$ cat src/design/gbfp_pkg.sv
`timescale 1ns / 1ps
// ----------------------------------------------------------------------------
// GPS binary frame parser package
// Shared types and constants: parse phases, frame status codes, framing
// bytes and the result item layout.
// ----------------------------------------------------------------------------
package gbfp_pkg;

    // Framing bytes
    localparam logic [7:0] SYNC_A = 8'hA0;
    localparam logic [7:0] SYNC_B = 8'hA1;
    localparam logic [7:0] TAIL_A = 8'h0D;
    localparam logic [7:0] TAIL_B = 8'h0A;

    // Reset value of the maximum payload length register
    localparam logic [15:0] MAX_LENGTH_RESET = 16'd200;

    // Parse phase
    typedef enum logic [2:0] {
        PH_HUNT1   = 3'd0,
        PH_HUNT2   = 3'd1,
        PH_LEN_HI  = 3'd2,
        PH_LEN_LO  = 3'd3,
        PH_PAYLOAD = 3'd4,
        PH_CHECK   = 3'd5,
        PH_TAIL1   = 3'd6,
        PH_TAIL2   = 3'd7
    } phase_t;

    // Frame end status
    typedef enum logic [1:0] {
        ST_GOOD     = 2'd0,
        ST_CHECKSUM = 2'd1,
        ST_TRAILER  = 2'd2,
        ST_TOO_LONG = 2'd3
    } status_t;

    // Result kind
    localparam logic KIND_PAYLOAD = 1'b0;
    localparam logic KIND_STATUS  = 1'b1;

    // One result item
    typedef struct packed {
        logic        kind;
        logic [7:0]  payload_byte;
        logic [15:0] byte_index;
        status_t     status;
        logic [15:0] frame_length;
    } result_t;

endpackage

$ cat src/design/gbfp_frame_fsm.sv
`timescale 1ns / 1ps
// ----------------------------------------------------------------------------
// GPS binary frame parser state machine
// Holds the parse state and the length limit register, and works out the
// next state and the result item for each accepted byte combinationally.
// ----------------------------------------------------------------------------
module gbfp_frame_fsm #(
    parameter int LENGTH_BITS = 16
) (
    input  logic                 clk,
    input  logic                 rst_n,
    input  logic                 cfg_we,
    input  logic [15:0]          cfg_data,
    input  logic                 step,
    input  logic [7:0]           rx_byte,
    output logic                 res_valid,
    output gbfp_pkg::result_t    res
);

    localparam int CountWidth = LENGTH_BITS + 1;
    localparam logic [15:0] CountLimit = 16'((32'd1 << LENGTH_BITS) - 32'd1);

    gbfp_pkg::phase_t         phase_reg, phase_next;
    logic [15:0]              max_length_reg;
    logic [15:0]              ann_reg, ann_next;
    logic [LENGTH_BITS-1:0]   count_reg, count_next;
    logic [7:0]               xor_reg, xor_next;
    logic [7:0]               chk_reg, chk_next;
    logic                     tail_ok_reg, tail_ok_next;
    logic [CountWidth-1:0]    count_inc;
    logic [15:0]              len_new;

    assign count_inc = {1'b0, count_reg} + CountWidth'(1);
    assign len_new   = {ann_reg[15:8], rx_byte};

    // Next state and result for the byte on the input
    always_comb
    begin
        phase_next   = phase_reg;
        ann_next     = ann_reg;
        count_next   = count_reg;
        xor_next     = xor_reg;
        chk_next     = chk_reg;
        tail_ok_next = tail_ok_reg;
        res_valid    = 1'b0;
        res.kind         = gbfp_pkg::KIND_PAYLOAD;
        res.payload_byte = 8'd0;
        res.byte_index   = 16'd0;
        res.status       = gbfp_pkg::ST_GOOD;
        res.frame_length = ann_reg;

        case (phase_reg)
            gbfp_pkg::PH_HUNT2:
            begin
                if (rx_byte == gbfp_pkg::SYNC_B)
                    phase_next = gbfp_pkg::PH_LEN_HI;
                else if (rx_byte != gbfp_pkg::SYNC_A)
                    phase_next = gbfp_pkg::PH_HUNT1;
            end
            gbfp_pkg::PH_LEN_HI:
            begin
                ann_next   = {rx_byte, 8'd0};
                phase_next = gbfp_pkg::PH_LEN_LO;
            end
            gbfp_pkg::PH_LEN_LO:
            begin
                ann_next   = len_new;
                count_next = '0;
                xor_next   = 8'd0;
                res.frame_length = len_new;
                if (len_new > max_length_reg || len_new > CountLimit)
                begin
                    phase_next = gbfp_pkg::PH_HUNT1;
                    res_valid  = 1'b1;
                    res.kind   = gbfp_pkg::KIND_STATUS;
                    res.status = gbfp_pkg::ST_TOO_LONG;
                end
                else if (len_new == 16'd0)
                    phase_next = gbfp_pkg::PH_CHECK;
                else
                    phase_next = gbfp_pkg::PH_PAYLOAD;
            end
            gbfp_pkg::PH_PAYLOAD:
            begin
                res_valid        = 1'b1;
                res.payload_byte = rx_byte;
                res.byte_index   = 16'(count_reg);
                xor_next         = xor_reg ^ rx_byte;
                count_next       = count_inc[LENGTH_BITS-1:0];
                if (17'(count_inc) >= {1'b0, ann_reg})
                    phase_next = gbfp_pkg::PH_CHECK;
            end
            gbfp_pkg::PH_CHECK:
            begin
                chk_next   = rx_byte;
                phase_next = gbfp_pkg::PH_TAIL1;
            end
            gbfp_pkg::PH_TAIL1:
            begin
                tail_ok_next = (rx_byte == gbfp_pkg::TAIL_A);
                phase_next   = gbfp_pkg::PH_TAIL2;
            end
            gbfp_pkg::PH_TAIL2:
            begin
                res_valid  = 1'b1;
                res.kind   = gbfp_pkg::KIND_STATUS;
                phase_next = gbfp_pkg::PH_HUNT1;
                // a bad trailer wins over a checksum mismatch
                if (!tail_ok_reg || rx_byte != gbfp_pkg::TAIL_B)
                    res.status = gbfp_pkg::ST_TRAILER;
                else if (xor_reg != chk_reg)
                    res.status = gbfp_pkg::ST_CHECKSUM;
                else
                    res.status = gbfp_pkg::ST_GOOD;
            end
            default:
            begin
                phase_next = (rx_byte == gbfp_pkg::SYNC_A) ? gbfp_pkg::PH_HUNT2
                                                           : gbfp_pkg::PH_HUNT1;
            end
        endcase
    end

    // Parse state, advanced once per accepted item
    always_ff @(posedge clk or negedge rst_n)
    begin
        if (!rst_n)
        begin
            phase_reg   <= gbfp_pkg::PH_HUNT1;
            ann_reg     <= 16'd0;
            count_reg   <= '0;
            xor_reg     <= 8'd0;
            chk_reg     <= 8'd0;
            tail_ok_reg <= 1'b0;
        end
        else if (step)
        begin
            phase_reg   <= phase_next;
            ann_reg     <= ann_next;
            count_reg   <= count_next;
            xor_reg     <= xor_next;
            chk_reg     <= chk_next;
            tail_ok_reg <= tail_ok_next;
        end
    end

    // Length limit register
    always_ff @(posedge clk or negedge rst_n)
    begin
        if (!rst_n)
            max_length_reg <= gbfp_pkg::MAX_LENGTH_RESET;
        else if (cfg_we)
            max_length_reg <= cfg_data;
    end

endmodule

$ cat src/design/gps_binary_frame_parser.sv
`timescale 1ns / 1ps
// ----------------------------------------------------------------------------
// GPS binary frame parser
// Frames binary GPS messages from a received byte stream and passes on
// payload bytes and one status item per frame.
// ----------------------------------------------------------------------------
// Usage:
//   Received bytes enter on the s_ side, one per item. Each payload byte
//   leaves on the m_ side with its index; the end of a frame, or a length
//   above cfg_data's limit, gives a status item (m_tuser high). Bytes
//   outside a frame give no item.
//   A result is registered in the result register, or first in the skid
//   register while the result register is full, before it shows on m_tdata.
//   One byte is taken every cycle while s_tready is high; the per-byte state update is combinational.
//   A result register and a skid register sit on the output, so a byte is
//   still taken while one result waits; when both are full, s_tready drops
//   until the receiver takes one.
//   Reset returns the parser to hunting for the start bytes, empties the
//   output and sets the length limit to 200. cfg_we writes the limit; the
//   user must use it only while the block is idle, as the block does not enforce this.
// ----------------------------------------------------------------------------
module gps_binary_frame_parser #(
    parameter int LENGTH_BITS = 16
) (
    input  logic        clk,
    input  logic        rst_n,
    // configuration
    input  logic        cfg_we,
    input  logic [15:0] cfg_data,
    // received bytes
    input  logic        s_tvalid,
    output logic        s_tready,
    input  logic [7:0]  s_tdata,     // [7:0] rx_byte
    // results
    output logic        m_tvalid,
    input  logic        m_tready,
    output logic [47:0] m_tdata,     // [7:0] payload_byte, [23:8] byte_index,
                                     // [25:24] frame_status, [41:26] frame_length
    output logic        m_tuser      // [0] result_kind
);

    logic                step;
    logic                res_valid;
    gbfp_pkg::result_t   res;
    gbfp_pkg::result_t   out_reg;
    gbfp_pkg::result_t   skid_reg;
    logic                out_valid_reg;
    logic                skid_valid_reg;
    logic                push;
    logic                pop;

    assign s_tready = !skid_valid_reg;
    assign step     = s_tvalid && s_tready;
    assign push     = step && res_valid;
    assign pop      = out_valid_reg && m_tready;

    gbfp_frame_fsm #(
        .LENGTH_BITS (LENGTH_BITS)
    ) u_fsm (
        .clk       (clk),
        .rst_n     (rst_n),
        .cfg_we    (cfg_we),
        .cfg_data  (cfg_data),
        .step      (step),
        .rx_byte   (s_tdata),
        .res_valid (res_valid),
        .res       (res)
    );

    // Output and skid valid flags
    always_ff @(posedge clk or negedge rst_n)
    begin
        if (!rst_n)
        begin
            out_valid_reg  <= 1'b0;
            skid_valid_reg <= 1'b0;
        end
        else if (skid_valid_reg)
        begin
            if (pop)
                skid_valid_reg <= 1'b0;
        end
        else if (push)
        begin
            if (out_valid_reg && !pop)
                skid_valid_reg <= 1'b1;
            else
                out_valid_reg <= 1'b1;
        end
        else if (pop)
            out_valid_reg <= 1'b0;
    end

    // Output and skid payload
    always_ff @(posedge clk)
    begin
        if (skid_valid_reg)
        begin
            if (pop)
                out_reg <= skid_reg;
        end
        else if (push)
        begin
            if (out_valid_reg && !pop)
                skid_reg <= res;
            else
                out_reg <= res;
        end
    end

    assign m_tvalid = out_valid_reg;
    assign m_tuser  = out_reg.kind;
    assign m_tdata  = {6'd0, out_reg.frame_length, out_reg.status,
                       out_reg.byte_index, out_reg.payload_byte};

endmodule
$ cat config.mk
export PLATFORM = sky130hd
export DESIGN_NAME = gps_binary_frame_parser
export DESIGN_NICKNAME = d
export VERILOG_FILES = /design/src/design/gbfp_pkg.sv /design/src/design/gbfp_frame_fsm.sv /design/src/design/gps_binary_frame_parser.sv
export SDC_FILE = /design/constraint.sdc
export NUM_CORES = 1
export LEC_CHECK = 0
export BUFFER_PORTS_ARGS = -buffer_cell sky130_fd_sc_hd__buf_2
export CAP_MARGIN = 0
export CORE_MARGIN = 1
export CORE_UTILIZATION = 53
export DETAILED_ROUTE_END_ITERATION = 8
export HOLD_SLACK_MARGIN = 0.15
export PLACE_DENSITY = 0.76
export SYNTH_ARGS = -nofsm -noshare
export SYNTH_HDL_FRONTEND = slang
export SYNTH_SLANG_ARGS = --single-unit
$ cat constraint.sdc
create_clock -name clk -period 12.74 [get_ports clk]
set_input_delay 1.274 -clock clk [delete_from_list [all_inputs] [get_ports clk]]
set_output_delay 1.274 -clock clk [all_outputs]
set_load 0.005 [all_outputs]
# After elaboration in Yosys (flattened, before gate mapping)
# Cells that the tools add are included.
# totals
regBits	156
latch_bits	0
ram_bits	0
rom_bits	0
mem_count	0
# classes
add_sub_neg	1
multipliers	0
n_div	0
order_cmp	3
eq_ne	18
n_shift	0
n_mux	30
bitwise	3
reduce_logical	24
# op_table
cell	count
$mux W43	4
$pmux W16 S2	2
$mux W24	1
$pmux W3 S7	1
$add A16 B1 Y17 const B	1
$ge A17 B16 Y1	1
$eq A8 B8 Y1 const B	2
$gt A16 B16 Y1	1
$gt A16 B16 Y1 const B	1
$logic_not A16 Y1	1
$pmux W8 S2	1
$reduce_and A3 Y1	5
$eq A3 B3 Y1 const B	4
$mux W3	4
$mux W1	11
$eq A8 B4 Y1 const B	1
$mux W8	1
$ne A8 B4 Y1 const B	1
$ne A8 B8 Y1	1
$ne A8 B8 Y1 const B	1
$reduce_and A2 Y1	4
$reduce_bool A2 Y1	4
$xor A8 B8 Y8	1
$eq A3 B2 Y1 const B	2
other kinds (12)	23

# Longest topological paths before layout
# depth
depth_word	7
ltp_mapped	13
depth_no_buf	13

# Modules after synthesis
# Synthesis repeated with hierarchy kept, for this count alone.
# unflattened
cells_unflattened	624
area_unflattened_um2	7599.8
# by_module_without_submodules
mod	instances	cells_per_inst	area_each_um2	seq_area_each_um2
gbfp_frame_fsm	1	471	4325.4	1705.4
gps_binary_frame_parser	1	153	3274.4	2632.5

# Worst setup path before layout
# OpenSTA, ideal clock, no wires.
# synth_timing
path_type	input -> register
startpoint	input port s_tdata[7]
endpoint	register out_reg (netlist bit m_tdata[0]) (enable)
setup_time_ns	0.458
arrival_ns	4.473
required_time_ns	12.282
slack_ns	7.809
stages	7
path_buffers	0
cell_sequence	ha_1 -> nand2_1 -> nor4_1 -> a21boi_1 -> o31a_2 -> a21oi_1 -> a21oi_1
# synth_via
elab_chain_len	7
elab_cells_between_ends	8
# synth_lines
element	line_no	rtl
start, declared	gps_binary_frame_parser.sv:33	input logic [7:0] s_tdata,
$gt A16 B16 Y1	gbfp_frame_fsm.sv:71	if (len_new > max_length_reg || len_new > CountLimit)
$logic_or A1 B1 Y1 *	gbfp_frame_fsm.sv:71	
$mux W1 *	gbfp_frame_fsm.sv:71	
$pmux W1 S2 *	gbfp_frame_fsm.sv:52	case (phase_reg)
$logic_and A1 B1 Y1 *	gps_binary_frame_parser.sv:54	assign push = step && res_valid;
$reduce_bool A2 Y1 (no line) *	-	
$reduce_and A3 Y1 (no line) *	-	
end signal, assigned	gps_binary_frame_parser.sv:100	out_reg <= skid_reg;
end signal, assigned	gps_binary_frame_parser.sv:107	out_reg <= res;
end, declared	gps_binary_frame_parser.sv:45	gbfp_pkg::result_t out_reg;
# Mark *: on every way between the ends. The rest lies on a longest branch, timed or not.
# A chain may end at the register's enable or synchronous reset.

# Final worst setup path
# layout_timing
startpoint	input port s_tdata[7]
endpoint	register skid_reg[31] (netlist bit) (enable)
# layout_via
elab_chain_len	6
elab_cells_between_ends	7
# layout_lines
element	line_no	rtl
$gt A16 B16 Y1	gbfp_frame_fsm.sv:71	
$logic_or A1 B1 Y1 *	gbfp_frame_fsm.sv:71	
$mux W1 *	gbfp_frame_fsm.sv:71	
$pmux W1 S2 *	gbfp_frame_fsm.sv:52	
$logic_and A1 B1 Y1 *	gps_binary_frame_parser.sv:54	
$reduce_and A3 Y1 (no line) *	-	
end signal, assigned	gps_binary_frame_parser.sv:105	skid_reg <= res;
end, declared	gps_binary_frame_parser.sv:46	gbfp_pkg::result_t skid_reg;
# Marks and branches as above.

==> results.toml <==
[floorplan]
die_h_um = 121
start_util_pct = 54.2
core-area_mm2 = 0.0138
rows = 43
io_pins = 80
design.die.area_mm2 = 0.0146
fp.dieW_um = 121

[critical_path]
crit_chain = "buf_2 > ha_1 > nand2_1 > nor4_1 > a21boi_1 > o31a_2 > a21oi_1 > nor2b_4"
critical_path_required_ps = 12780
crit_path_end_kind = "flop"
critPathArrivalTime_ps = 3810
start_kind = "input pin"
cpPeakStageDelay_ps = 970
r2r_cells = 7
worst-setup-path-type = "input pin to flop"
cpMaxStageDelayCell = "nor2b_4"
crit_fanout = 43

[global_route]
grt_pass1_vias = 4891
grt_max_degree = 71
grt_usage_pct = 23.0
grt_pass1_wl_um = 25200
antenna_found_initial = 0
grt_overflow = 0

[clock_network]
clock_sinks = 156
cts_resized = 0
clk_pin_slew_worst_paths_ps = 60
clockRootBuffer = "clkbuf_16"
cts_max_level = 4
cts_setup_buffers = 0
cts_max_path_buffers = 2
clk_latency_ps = 430
cts_tree = "built"
numCtsBuffers = 17
holdBufCountCts = 0

[timing]
hold_viol_final = 0
rsz0062_at_grt = "false"
maxSlewViolCount = 0
finalSetupViolCount = 0
post-route-period-util_pct = 29.6
clock-skew-final_ps = 16.7
fmax_mhz = 265
fin_tns_setup_ps = 0
layout_min_cycle_time_ps = 3770
tightestPinTransition_ps = 1210
relSlewSlack_pct = 19.2

[yosys]
yosysTopAreaCellShare_pct = 34.5
async_reset_ff_share_pct = 44.9
yosys.area.top_type = "edfxtp_1"
ys_top_cells_by_count = "edfxtp_1 (86), nand2_1 (85), dfrtp_1 (67), o21ai_0 (63), mux2_2 (41)"
syn-cell-area_mm2 = 0.00749
yosys.cell_types.count = 59
post-synth-top-count-cell = "edfxtp_1"
yosysWarnings = 0
synth_edf_count = 86
synth_seq_area_share_pct = 57.9
syn_inst = 642
synth_flop_cell = "edfxtp_1"
avgSynthCellArea_um2 = 11.7
synth_top_cells_by_area = "edfxtp_1 (34%), dfrtp_1 (22%), mux2_2 (6.2%)"
ys_ff_latch = 156

[final_layout]
final_util_pct = 62.1
diodes = 0
finalNetCount = 773
largest_reg_flops = 43
drive_above_1_share_pct = 23.5
multi_input_area_mm2 = 0.00285
layout.area.seq_mm2 = 0.00434
syn_to_final_growth_pct = 14.7
fillers = 1088

[route]
route.vias.total = 5035
drc = 2
drt_iter0_markers = 515
wl_um = 15800
final_antenna_net_count = 0
drt_pass1_iterations = 7
vias_per_cell = 5.57
wl_per_cell_um = 17.5

[power]
p_leak_nw = 3.51
finalPower_w = 0.00127
p_per_area_mw_per_mm2 = 148
peakVddDrop_v = 0.0000931

[status]
violations = "DRC"
status = "finished, violations left"

[place]
dpl.hpwl_um = 10900
port_buffers = 73
gp_congestion = 0.898

[job]
cap_viol_max_count = 0

[hold_path]
hold_path_class = "flop to flop"
hold_depth = 2
## placed cells by master (no fill, tap or decap), types with 10 or more instances in the layout
cell type	n
dfrtp_1	67
a21oi_1	16
mux2_2	41
o31ai_1	10
nand3_1	14
ha_1	33
edfxtp_1	86
buf_2	73
inv_1	36
clkbuf_16	17
xor2_1	21
and2_1	22
nand2_1	85
nor2_1	29
o21ai_0	63
## final timing paths
| kind | startpoint | end | slack (ps) |
|---|---|---|---|
| setup / recovery | s_tdata[7] | skid_reg[31] | 8970 |
| hold / removal | u_fsm.count_reg[15] | u_fsm.count_reg[15] | 490 |
| setup reg to reg | u_fsm.ann_reg[15] | skid_reg[31] | 9310 |
| hold reg to reg | u_fsm.count_reg[15] | u_fsm.count_reg[15] | 490 |
| max in group asynchronous | rst_n | u_fsm.ann_reg[8] | 11070 |
| min in group asynchronous | rst_n | u_fsm.max_length_reg[9] | 1050 |
## layout make-up
cell class,count,share of cell area (%)
sequential,156,50.5
clock buffer,19,5.04
inverter,38,1.72
timing repair buffer,75,4.43
multi-input combinational,423,33.2
clock inverter,13,2.49
tap,180,2.62
## metrics by stage
stage                     cell area [µm²]  instances  setup slack (ps)  hold slack (ps)
after floorplan                      7510        647              7810              447
after global placement               7940        872              8700              458
after detailed placement             7940        872              8520              475
after CTS                            8590        904              8950              490
after global routing                 8590        904              8740              512
final                                8590        904              8970              487
## logic make-up (layout without fill, tap and decap cells)
logic type                 after synthesis  after routing  synth area share, %
and+or+nand+nor                        193            193                 12.6
other                                    1              6               0.0501
xor gates and xnor gates                30             30                 3.51
adders and majority gates               33             33                 5.51
buffers and inverters                   68            145                 4.53
DFF                                    156            156                 57.9
AOI/OAI and AO/OA                      119            119                 9.57
muxes                                   42             42                 6.32
## where the power goes
part | internal [W] | leakage [nW] | switching (W)
combinational | 0.0000467 | 1.61 | 0.0000893
clock | 0.000350 | 0.310 | 0.000204
sequential | 0.000560 | 1.58 | 0.0000246
total | 0.000956 | 3.51 | 0.000317
## per-layer routing
metal | GRT usage (%) | routed length (µm)
met1 | 31.6 | 7180
met2 | 35.2 | 7370
met3 | 5.08 | 829
met4 | 9.80 | 447
met5 | 0 | 0
## worst max-delay path, delay by kind of cell
kind,cells,cell delay (ps)
AND/OR/NAND/NOR,3,1370
AO/OA/AOI/OAI,3,660
adder cells (fa/ha/maj),1,310
buffers and inverters,1,170
(Power assumes the default switching activity.)
